### src/hdl/lpmr_pkg.sv
// ----------------------------------------------------------------------------
// lpmr_pkg
// Shared types and constants of the length-prefixed message ring: operation
// and status codes, command classes and the command record between stages.
// ----------------------------------------------------------------------------
package lpmr_pkg;

	// default ring size in bytes and fixed header size
	localparam int QUEUE_BYTES_DEF = 4096;
	localparam int HEADER_BYTES    = 4;

	// payload widths
	localparam int OP_W     = 2;
	localparam int LEN_W    = 12;
	localparam int BYTE_W   = 8;
	localparam int STATUS_W = 2;
	localparam int COUNT_W  = 10;
	localparam int USED_W   = 12;

	// depth of the queue between front and back
	localparam int CMDQ_DEPTH = 2;

	// operation codes on the input channel
	localparam logic [OP_W-1:0] OP_START = 2'd0;
	localparam logic [OP_W-1:0] OP_BYTE  = 2'd1;
	localparam logic [OP_W-1:0] OP_READ  = 2'd2;

	// status codes on the result channel
	localparam logic [STATUS_W-1:0] ST_OK      = 2'd0;
	localparam logic [STATUS_W-1:0] ST_FULL    = 2'd1;
	localparam logic [STATUS_W-1:0] ST_EMPTY   = 2'd2;
	localparam logic [STATUS_W-1:0] ST_IGNORED = 2'd3;

	// command class decided by the front
	typedef enum logic [1:0] {
		CMD_START,
		CMD_BYTE,
		CMD_READ,
		CMD_BAD
	} cmd_kind_t;

	// one classified transaction
	typedef struct packed {
		cmd_kind_t          kind;
		logic [LEN_W-1:0]   len;
		logic [BYTE_W-1:0]  data;
	} cmd_t;

endpackage

### src/hdl/lpmr_queue.sv
// ----------------------------------------------------------------------------
// lpmr_queue
// Short command queue between front and back so that each side stalls on
// its own.
// ----------------------------------------------------------------------------
module lpmr_queue (
	input  logic           clk,
	input  logic           arst_n,
	input  logic           push_vld,
	input  lpmr_pkg::cmd_t push_cmd,
	output logic           push_rdy,
	output logic           pop_vld,
	output lpmr_pkg::cmd_t pop_cmd,
	input  logic           pop_rdy
);

	localparam int PW = $clog2(lpmr_pkg::CMDQ_DEPTH);
	localparam int CW = $clog2(lpmr_pkg::CMDQ_DEPTH + 1);

	lpmr_pkg::cmd_t entry_q [lpmr_pkg::CMDQ_DEPTH];
	logic [PW-1:0]  wr_ptr_q;
	logic [PW-1:0]  rd_ptr_q;
	logic [CW-1:0]  count_q;
	logic           do_push;
	logic           do_pop;

	assign push_rdy = count_q != CW'(lpmr_pkg::CMDQ_DEPTH);
	assign pop_vld  = count_q != '0;
	assign pop_cmd  = entry_q[rd_ptr_q];
	assign do_push  = push_vld && push_rdy;
	assign do_pop   = pop_vld && pop_rdy;

	// pointers and fill count
	always_ff @(posedge clk or negedge arst_n) begin
		if (!arst_n) begin
			wr_ptr_q <= '0;
			rd_ptr_q <= '0;
			count_q  <= '0;
		end else begin
			if (do_push) begin
				wr_ptr_q <= (wr_ptr_q == PW'(lpmr_pkg::CMDQ_DEPTH - 1)) ? '0 : wr_ptr_q + 1'b1;
			end
			if (do_pop) begin
				rd_ptr_q <= (rd_ptr_q == PW'(lpmr_pkg::CMDQ_DEPTH - 1)) ? '0 : rd_ptr_q + 1'b1;
			end
			if (do_push && !do_pop) begin
				count_q <= count_q + 1'b1;
			end else if (do_pop && !do_push) begin
				count_q <= count_q - 1'b1;
			end
		end
	end

	// entry storage
	always_ff @(posedge clk) begin
		if (do_push) begin
			entry_q[wr_ptr_q] <= push_cmd;
		end
	end

endmodule

### config.mk
export PLATFORM = sky130hd
export DESIGN_NAME = lpmr_queue
export DESIGN_NICKNAME = d
export VERILOG_FILES = /design/src/hdl/lpmr_pkg.sv /design/src/hdl/lpmr_queue.sv
export SDC_FILE = /design/constraint.sdc
export NUM_CORES = 1
export LEC_CHECK = 0
export ABC_AREA = 1
export BUFFER_PORTS_ARGS = -buffer_cell sky130_fd_sc_hd__buf_4
export CORE_MARGIN = 8
export CORE_UTILIZATION = 40
export DETAILED_ROUTE_END_ITERATION = 10
export PLACE_DENSITY = 0.71
export SLEW_MARGIN = 10
export SYNTH_ARGS = -nofsm -noshare
export SYNTH_HDL_FRONTEND = slang
export SYNTH_SLANG_ARGS = --single-unit
### constraint.sdc
create_clock -name clk -period 5.07 [get_ports clk]
set_input_delay 0 -clock clk [delete_from_list [all_inputs] [get_ports clk]]
set_output_delay 0 -clock clk [all_outputs]
set_load 0.01 [all_outputs]
==> reports/summary.txt <==
TritonCTS clock tree = done
IO buf count = 49
leading area contributor after synthesis = edfxtp_1
crit-path max FO = 22
fmax = 0.5163 GHz
I/O Pins = 50
Yosys Warn Count = 0
Setup Skew = 0.006611 ns
clk root buf = clkbuf_8
critical-path cell list = inv_1 -> nand2_1 -> nand2_1 -> nor2_2
Final Util = 57.96%
total core area = 4384 µm²
CTS buffer count = 5
antenna violations before repair = 0
post-route setup slack = 3.133 ns
Die Wd = 83.53 µm
leakage = 1.111 nW
clk slew on worst S/H paths = 0.08 ns
Routed WL = 3.622 mm
die area = 6977 µm²
critical path type = register to register
status = completed
GPL Wtd Cong = 0.7051
share of layout cells above drive strength 1 = 26.03%
fin crit share = 38.20%
top post-synthesis cells by area = edfxtp_1 (72%), nand2_1 (16%), dfrtp_1 (5.5%), buf_6 (1.2%), inv_1 (1.2%)
Worst path slowest cell = nor2_2
Required @ worst endpoint = 4.98 ns
Netlist Area Pre-Place = 1824 µm²
Max-slew headroom = 23.76%
CP Launch Type = register
total power = 1.277 mW
Ant. Diodes = 0
total gr overflow = 0
Post-Syn Instances = 143
Synth cell types = 13
Slew @ Worst Pin = 1.142 ns
1st-pass router iterations = 4
Slew Limit Fails = 0
setup TNS = 0 ns
Die H = 83.53 µm
vias = 1205
Resize count post-CTS = 0
CP top delay family = simple AND/OR/NAND/NOR gates
Yosys reg bits = 48
Initial DRC Count = 60
Setup Buffers After CTS = 0
Hold Path Class = input pin to asynchronous set/reset pin
Max-Cap Viols = 0
pre-CTS setup slack = 3.132 ns
first-pass GRT wire length = 5.692 mm
clk_lat worst skew = 0.29 ns
H-tree depth = 2
most frequent CP cell = nand2_1
CP max stage delay = 0.88 ns
hold_buf cts = 24
Row Count = 24
area share of the largest cell type after synthesis = 72.43%
dpl cells = 240
pin count of the biggest net entering global routing = 25
Worst EP arrival = 1.84 ns
GRT Total Usage = 10.33%
Peak VDD IR = 0.0003205 V
total power per unit cell area = 502.7 nW/µm²
wire per inst = 13.37 µm
Finished Layout Cells = 271
Clock Tree Buf Depth = 2
vias in the first global route = 1181
Hold Fails Final Rpt = 0
Routed Antenna Nets = 0
Via density = 4.446
Seq/Total Area, Yosys = 77.91%
area grow syn2layout = 39.30%
half-perimeter wire length after detailed placement = 2.364 mm
Tmin final = 1.937 ns
Setup crit end kind = register
RSZ-0062 raised after global routing = false
Starting Density = 41.61%
final count of negative-setup-slack endpoints = 0
buffers and inverters on the worst path = 1
Residual DRC = 0
mean post-synth cell area = 12.76 µm²
final net count = 246
Sinks on Clock Net = 48
syn nets = 170
-- stage by stage --
stage / hold slack (ns) / area, µm²
finish: 0.03488 / 2541
global route: 0.03783 / 2541
CTS: 0.03024 / 2541
detailed placement: -0.1991 / 2225
global placement: -0.1989 / 2225
floorplan: -0.2956 / 1824
-- where the power goes --
| group | internal (mW) | switching [mW] |
|---|---|---|
| combinational | 0.209 | 0.272 |
| clock | 0.0910 | 0.108 |
| sequential | 0.546 | 0.0516 |
| total | 0.845 | 0.432 |
-- kinds of logic after synthesis --
kind of cell	Yosys count	synth area share (%)
AND/OR/NAND/NOR	81	16.94
adder cells (fa/ha/maj)	1	0.6858
buffers and inverters	11	3.497
XOR/XNOR	2	0.9604
flip-flops	48	77.92
-- cell type report --
| type | instances | area (µm²) |
|---|---|---|
| sequential | 48 | 1421 |
| fill | 372 | 1843 |
| timing repair buffer | 73 | 608.1 |
| multi-input combinational | 84 | 344.1 |
| clock inverter | 2 | 7.507 |
| clock buffer | 5 | 68.82 |
| tap | 52 | 65.06 |
| inverter | 7 | 26.28 |
-- cells in the mapped netlist --
library cell / instances
inv_1: 6
nand3_1: 2
nand4_1: 1
xnor2_1: 1
buf_6: 2
inv_2: 1
nand2_1: 76
edfxtp_1: 44
ha_1: 1
xor2_1: 1
buf_4: 2
dfrtp_1: 4
nor2_1: 2
-- placed cells by master, fill, tap and decap left out --
cell,n
nand4_1,1
xor2_1,1
buf_4,49
xnor2_1,1
ha_1,1
inv_1,6
nand3_1,2
nor2_2,2
dfrtp_1,4
edfxtp_1,44
dlygate4sd3_1,24
clkbuf_8,5
inv_2,1
clkinv_1,2
nand2_1,76
-- sequential cells by signal, summed over array words and instances (netlist names) --
register  flops
entry_q      44
count_q       2
rd_ptr_q      1
wr_ptr_q      1
-- worst reg2reg max path, stage by stage (launching register included) --
cell and delay [ns]:
dfrtp_1 0.38, inv_1 0.08, nand2_1 0.08, nand2_1 0.13, nor2_2 0.88
-- layer usage --
| metal | share of wire, % | vias to the layer above | GRT usage (%) |
|---|---|---|---|
| met2 | 47 | 41 | 15.98 |
| li1 | - | 620 | - |
| met3 | 9.1 | 4 | 5.762 |
| met4 | 0.66 | 0 | 4.239 |
| met1 | 43 | 540 | 11.50 |
| met5 | 0 | - | 0 |
-- worst paths after layout --
path	start	endpoint	slack (ns)	cells after the start
max	count_q[0]	entry_q[1][2]	3.13	4
min	arst_n	count_q[0]	0.03	2
max reg2reg	count_q[0]	entry_q[1][2]	3.13	4
min reg2reg	count_q[0]	count_q[0]	0.50	1
max in group asynchronous	arst_n	rd_ptr_q	4.93	2
min in group clk	push_vld	wr_ptr_q	0.10	3
Power figures use the tool's default switching activity.
