--- src/hdl/lpmr_pkg.sv ---
// ----------------------------------------------------------------------------
// lpmr_pkg
// Shared types and constants of the length-prefixed message ring: operation
// and status codes, command classes and the command record between stages.
// ----------------------------------------------------------------------------
package lpmr_pkg;

	// default ring size in bytes and fixed header size
	localparam int QUEUE_BYTES_DEF = 4096;
	localparam int HEADER_BYTES    = 4;

	// payload widths
	localparam int OP_W     = 2;
	localparam int LEN_W    = 12;
	localparam int BYTE_W   = 8;
	localparam int STATUS_W = 2;
	localparam int COUNT_W  = 10;
	localparam int USED_W   = 12;

	// depth of the queue between front and back
	localparam int CMDQ_DEPTH = 2;

	// operation codes on the input channel
	localparam logic [OP_W-1:0] OP_START = 2'd0;
	localparam logic [OP_W-1:0] OP_BYTE  = 2'd1;
	localparam logic [OP_W-1:0] OP_READ  = 2'd2;

	// status codes on the result channel
	localparam logic [STATUS_W-1:0] ST_OK      = 2'd0;
	localparam logic [STATUS_W-1:0] ST_FULL    = 2'd1;
	localparam logic [STATUS_W-1:0] ST_EMPTY   = 2'd2;
	localparam logic [STATUS_W-1:0] ST_IGNORED = 2'd3;

	// command class decided by the front
	typedef enum logic [1:0] {
		CMD_START,
		CMD_BYTE,
		CMD_READ,
		CMD_BAD
	} cmd_kind_t;

	// one classified transaction
	typedef struct packed {
		cmd_kind_t          kind;
		logic [LEN_W-1:0]   len;
		logic [BYTE_W-1:0]  data;
	} cmd_t;

endpackage

--- src/hdl/lpmr_if.sv ---
// ----------------------------------------------------------------------------
// lpmr_if
// Valid/ready channels of the message ring: the command channel and the
// result channel, each with a source and a sink modport.
// ----------------------------------------------------------------------------
interface lpmr_in_if;
	logic                        valid;
	logic                        ready;
	logic [lpmr_pkg::OP_W-1:0]   operation;
	logic [lpmr_pkg::LEN_W-1:0]  msg_length;
	logic [lpmr_pkg::BYTE_W-1:0] data_in;

	modport source (output valid, operation, msg_length, data_in, input ready);
	modport sink (input valid, operation, msg_length, data_in, output ready);
endinterface


--- src/hdl/lpmr_front.sv ---
// ----------------------------------------------------------------------------
// lpmr_front
// Front stage: accepts input transactions and classifies the operation
// into a command record held in a pipeline register.
// ----------------------------------------------------------------------------
module lpmr_front (
	input  logic               clk,
	input  logic               arst_n,
	lpmr_in_if.sink            cmd,
	output logic               cmd_vld_s1,
	output lpmr_pkg::cmd_t     cmd_s1,
	input  logic               cmd_rdy
);

	lpmr_pkg::cmd_kind_t kind;

	// operation decode
	always_comb begin
		unique case (cmd.operation)
			lpmr_pkg::OP_START: kind = lpmr_pkg::CMD_START;
			lpmr_pkg::OP_BYTE:  kind = lpmr_pkg::CMD_BYTE;
			lpmr_pkg::OP_READ:  kind = lpmr_pkg::CMD_READ;
			default:            kind = lpmr_pkg::CMD_BAD;
		endcase
	end

	assign cmd.ready = !cmd_vld_s1 || cmd_rdy;

	// stage register
	always_ff @(posedge clk or negedge arst_n) begin
		if (!arst_n) begin
			cmd_vld_s1 <= 1'b0;
		end else if (cmd.ready) begin
			cmd_vld_s1 <= cmd.valid;
		end
	end

	always_ff @(posedge clk) begin
		if (cmd.ready && cmd.valid) begin
			cmd_s1.kind <= kind;
			cmd_s1.len  <= cmd.msg_length;
			cmd_s1.data <= cmd.data_in;
		end
	end

endmodule

--- src/flat_wrapper.sv ---
// flat-port wrapper written by rule: the top's interface ports become plain ports
module lpmr_front_flat 
  (clk, arst_n, cmd_vld_s1, cmd_s1, cmd_rdy, cmd_valid, cmd_operation, cmd_msg_length, cmd_data_in, cmd_ready);
  lpmr_in_if cmd_i ();
  input  logic clk;
  input  logic arst_n;
  output logic cmd_vld_s1;
  output lpmr_pkg::cmd_t cmd_s1;
  input  logic cmd_rdy;
  input wire logic [$bits(cmd_i.valid)-1:0] cmd_valid;
  input wire logic [$bits(cmd_i.operation)-1:0] cmd_operation;
  input wire logic [$bits(cmd_i.msg_length)-1:0] cmd_msg_length;
  input wire logic [$bits(cmd_i.data_in)-1:0] cmd_data_in;
  output wire logic [$bits(cmd_i.ready)-1:0] cmd_ready;
  assign cmd_i.valid = cmd_valid;
  assign cmd_i.operation = cmd_operation;
  assign cmd_i.msg_length = cmd_msg_length;
  assign cmd_i.data_in = cmd_data_in;
  assign cmd_ready = cmd_i.ready;
  lpmr_front u_core (.clk(clk), .arst_n(arst_n), .cmd(cmd_i), .cmd_vld_s1(cmd_vld_s1), .cmd_s1(cmd_s1), .cmd_rdy(cmd_rdy));
endmodule
--- config.mk ---
export PLATFORM = sky130hd
export DESIGN_NAME = lpmr_front_flat
export DESIGN_NICKNAME = d
export VERILOG_FILES = /design/src/hdl/lpmr_pkg.sv /design/src/hdl/lpmr_if.sv /design/src/hdl/lpmr_front.sv /design/src/flat_wrapper.sv
export SDC_FILE = /design/constraint.sdc
export NUM_CORES = 1
export LEC_CHECK = 0
export ABC_AREA = 0
export BUFFER_PORTS_ARGS = -buffer_cell sky130_fd_sc_hd__buf_4
export CORE_MARGIN = 2
export CORE_UTILIZATION = 41
export DETAILED_ROUTE_END_ITERATION = 6
export HOLD_SLACK_MARGIN = 0.05
export MAX_ROUTING_LAYER = met4
export PLACE_DENSITY = 0.82
export SLEW_MARGIN = 20
export SYNTH_ARGS = -nofsm -noshare
export SYNTH_HDL_FRONTEND = slang
export SYNTH_SLANG_ARGS = --single-unit
--- constraint.sdc ---
create_clock -name clk -period 2.2 [get_ports clk]
set_clock_uncertainty 0.2 [all_clocks]
set_input_delay 0.22 -clock clk [delete_from_list [all_inputs] [get_ports clk]]
set_output_delay 0.22 -clock clk [all_outputs]
set_load 0.01 [all_outputs]
==> flow_summary.yaml <==
clocking:
  cts_setup_buffers: 0
  root_buffer: "clkbuf_4"
  cts-buffers-inserted: 3
  clk_latency_ns: 0.30
  cts_hold_buf: 26
  cts_tree: "done"
  clk_pin_slew_ns: 0.12
  cts_resized: 0
  cts_buffer_depth: 2
  cts_htree_levels: 1
  clock-sinks: 23
placed_design:
  place.gp.congestion: 0.680
  io_buffer_count: 49
  dp.cells: 92
synth:
  yosys.cell_count.top_type: "edfxtp_1"
  ys_top_cells_by_area: "edfxtp_1 92%, dfrtp_1 3.5%, nand2b_4 1.9%"
  syn_area_um2: 722
  ys_seq_area_frac: 0.950
  synth_nets: 54
  ys_seq_elements: 23
  yosysTopAreaCellShare: 0.915
  syn_avg_cell_area_um2: 25.8
  async_flop_share: 0.0435
  synth_edf_count: 22
  yosysUniqueCellTypes: 6
  ys_warn_count: 0
  synth-main-ff-cell: "edfxtp_1"
  netlist_instances: 28
  yosys-top-cells-count: "22 x edfxtp_1, 2 x clkbuf_1"
  yosysTopAreaCell: "edfxtp_1"
critical_path:
  critical_path.cell_chain: "dlygate4sd3_1, buf_4, nand2b_1, dlygate4sd3_1"
  startpoint_type: "input port"
  worst_path_most_repeated_cell: "dlygate4sd3_1"
  end_kind: "register"
  cpLargestDelayFamily: "buffers and inverters"
  critPathArrivalTime_ns: 1.62
  critical-path-max-stage-delay_ns: 0.57
  critPathSlowestCell: "dlygate4sd3_1"
  cp_max_fo: 2
  cp.buffers_inverters: 3
  cp_data_required_time_ns: 2.20
  worstSetupPathType: "in -> reg"
timing:
  worstMarginPinSlew_ns: 0.274
  finalCritPeriodShare: 0.736
  maxSlewViolCount: 0
  finalSetupTns_ns: 0
  finalCriticalPeriod_ns: 1.62
  timing.fmax_mhz: 617
  hold_violations: 0
  relSlewSlack: 0.817
  grt_setup_unrepaired: "false"
  worst_hold_slack_ns: 0.400
  setup_viol: 0
die:
  fp.dieW_um: 46.0
  dieHeight_um: 46.0
  die_area_mm2: 0.00211
  ios: 50
  start_util: 0.427
  fp-row-count: 15
  design.core.area_mm2: 0.00169
cells_and_area:
  drive_above_1_share: 0.524
  finish.utilization: 0.824
  diodes: 0
  area_growth_pct: 92.7
  stdcell_count: 122
  nFillCells: 86
  fin_nets: 132
global_routing:
  track_usage: 0.184
  grt_max_degree: 23
  grt_pass1_wl_mm: 2.46
  antenna_found_initial: 0
  grt_pass1_vias: 497
  overflow: 0
drt:
  first_iter_violations: 0
  vias: 526
  first_pass_iters: 1
  drc_errors: 0
  ant_nets: 0
  wire_per_inst_um: 14.6
  via_per_inst: 4.31
  wirelength_mm: 1.79
min_path:
  hold_path_class: "in -> reg"
flow_run:
  cap_violations: 0
outcome:
  outcome: "finished, final reports clean"
power_and_ir_drop:
  finalPower_mw: 0.838
  leakage_nw: 0.597
  peakVddDrop_v: 0.000535
  p_per_area_mw_per_mm2: 603
worst min-delay path, cell delays in order:
cell and delay, ns:
buf_4 0.11, nand2b_4 0.14, and2_4 0.25
final timing paths:
check                           cells after the start                 to              start  slack (ns)
worst max register to register                      3  u_core.cmd_vld_s1  u_core.cmd_vld_s1        0.77
max in group asynchronous                           3  u_core.cmd_vld_s1             arst_n        1.13
worst min register to register                      2  u_core.cmd_s1[21]  u_core.cmd_vld_s1        0.72
worst min-delay path                                3  u_core.cmd_s1[21]            cmd_rdy        0.40
worst max-delay path                                4  u_core.cmd_vld_s1          cmd_valid        0.58
min in group asynchronous                           3  u_core.cmd_vld_s1             arst_n        0.57
cells by family (layout without fill, tap and decap cells):
logic type / Yosys count / count (layout) / synth area share
AND/OR/NAND/NOR: 3 / 3 / 0.0399
buffers and inverters: 2 / 79 / 0.0104
flip-flops: 23 / 23 / 0.950
sequential cells by signal (all words and copies together), names as in the netlist:
name and count:
u_core.cmd_vld_s1 1, u_core.cmd_s1 22
layout by cell type, fill, tap and decap left out:
| cell | count |
|---|---|
| buf_4 | 49 |
| edfxtp_1 | 22 |
| clkbuf_4 | 3 |
| dlygate4sd3_1 | 26 |
| nand2b_1 | 1 |
| nand2b_4 | 1 |
| and2_4 | 1 |
| dfrtp_1 | 1 |
| clkinv_2 | 1 |
layout make-up:
type                       instances  area (µm²)  area share
sequential                        23         686       0.493
timing repair buffer              75         628       0.451
multi-input combinational          3        28.8      0.0207
clock buffer                       3        22.5      0.0162
tap                               17        21.3      0.0153
clock inverter                     1        5.00     0.00360
report_power, final:
part	internal (mW)	leakage, nW	switching, mW
registers	0.508	0.220	0.00756
logic	0.0895	0.359	0.0477
clock network	0.0677	0.0177	0.118
routing by layer:
layer / wire length, µm / vias up / part of all wire / GRT usage
met3: 165 / 2 / 0.092 / 0.0317
met5: 0 / - / 0 / -
met4: 6 / 0 / 0.0034 / 0.0857
li1: - / 259 / - / -
met2: 940 / 33 / 0.53 / 0.317
met1: 674 / 232 / 0.38 / 0.205
metrics by stage:
stage	instance area [µm²]	setup slack, ns
6_report	1390	0.580
3_3_place_gp	1100	0.901
3_5_place_dp	1100	0.861
4_1_cts	1390	0.626
5_1_grt	1390	0.577
2_1_floorplan	722	0.874
No activity file was read; power rests on OpenSTA's default activity.
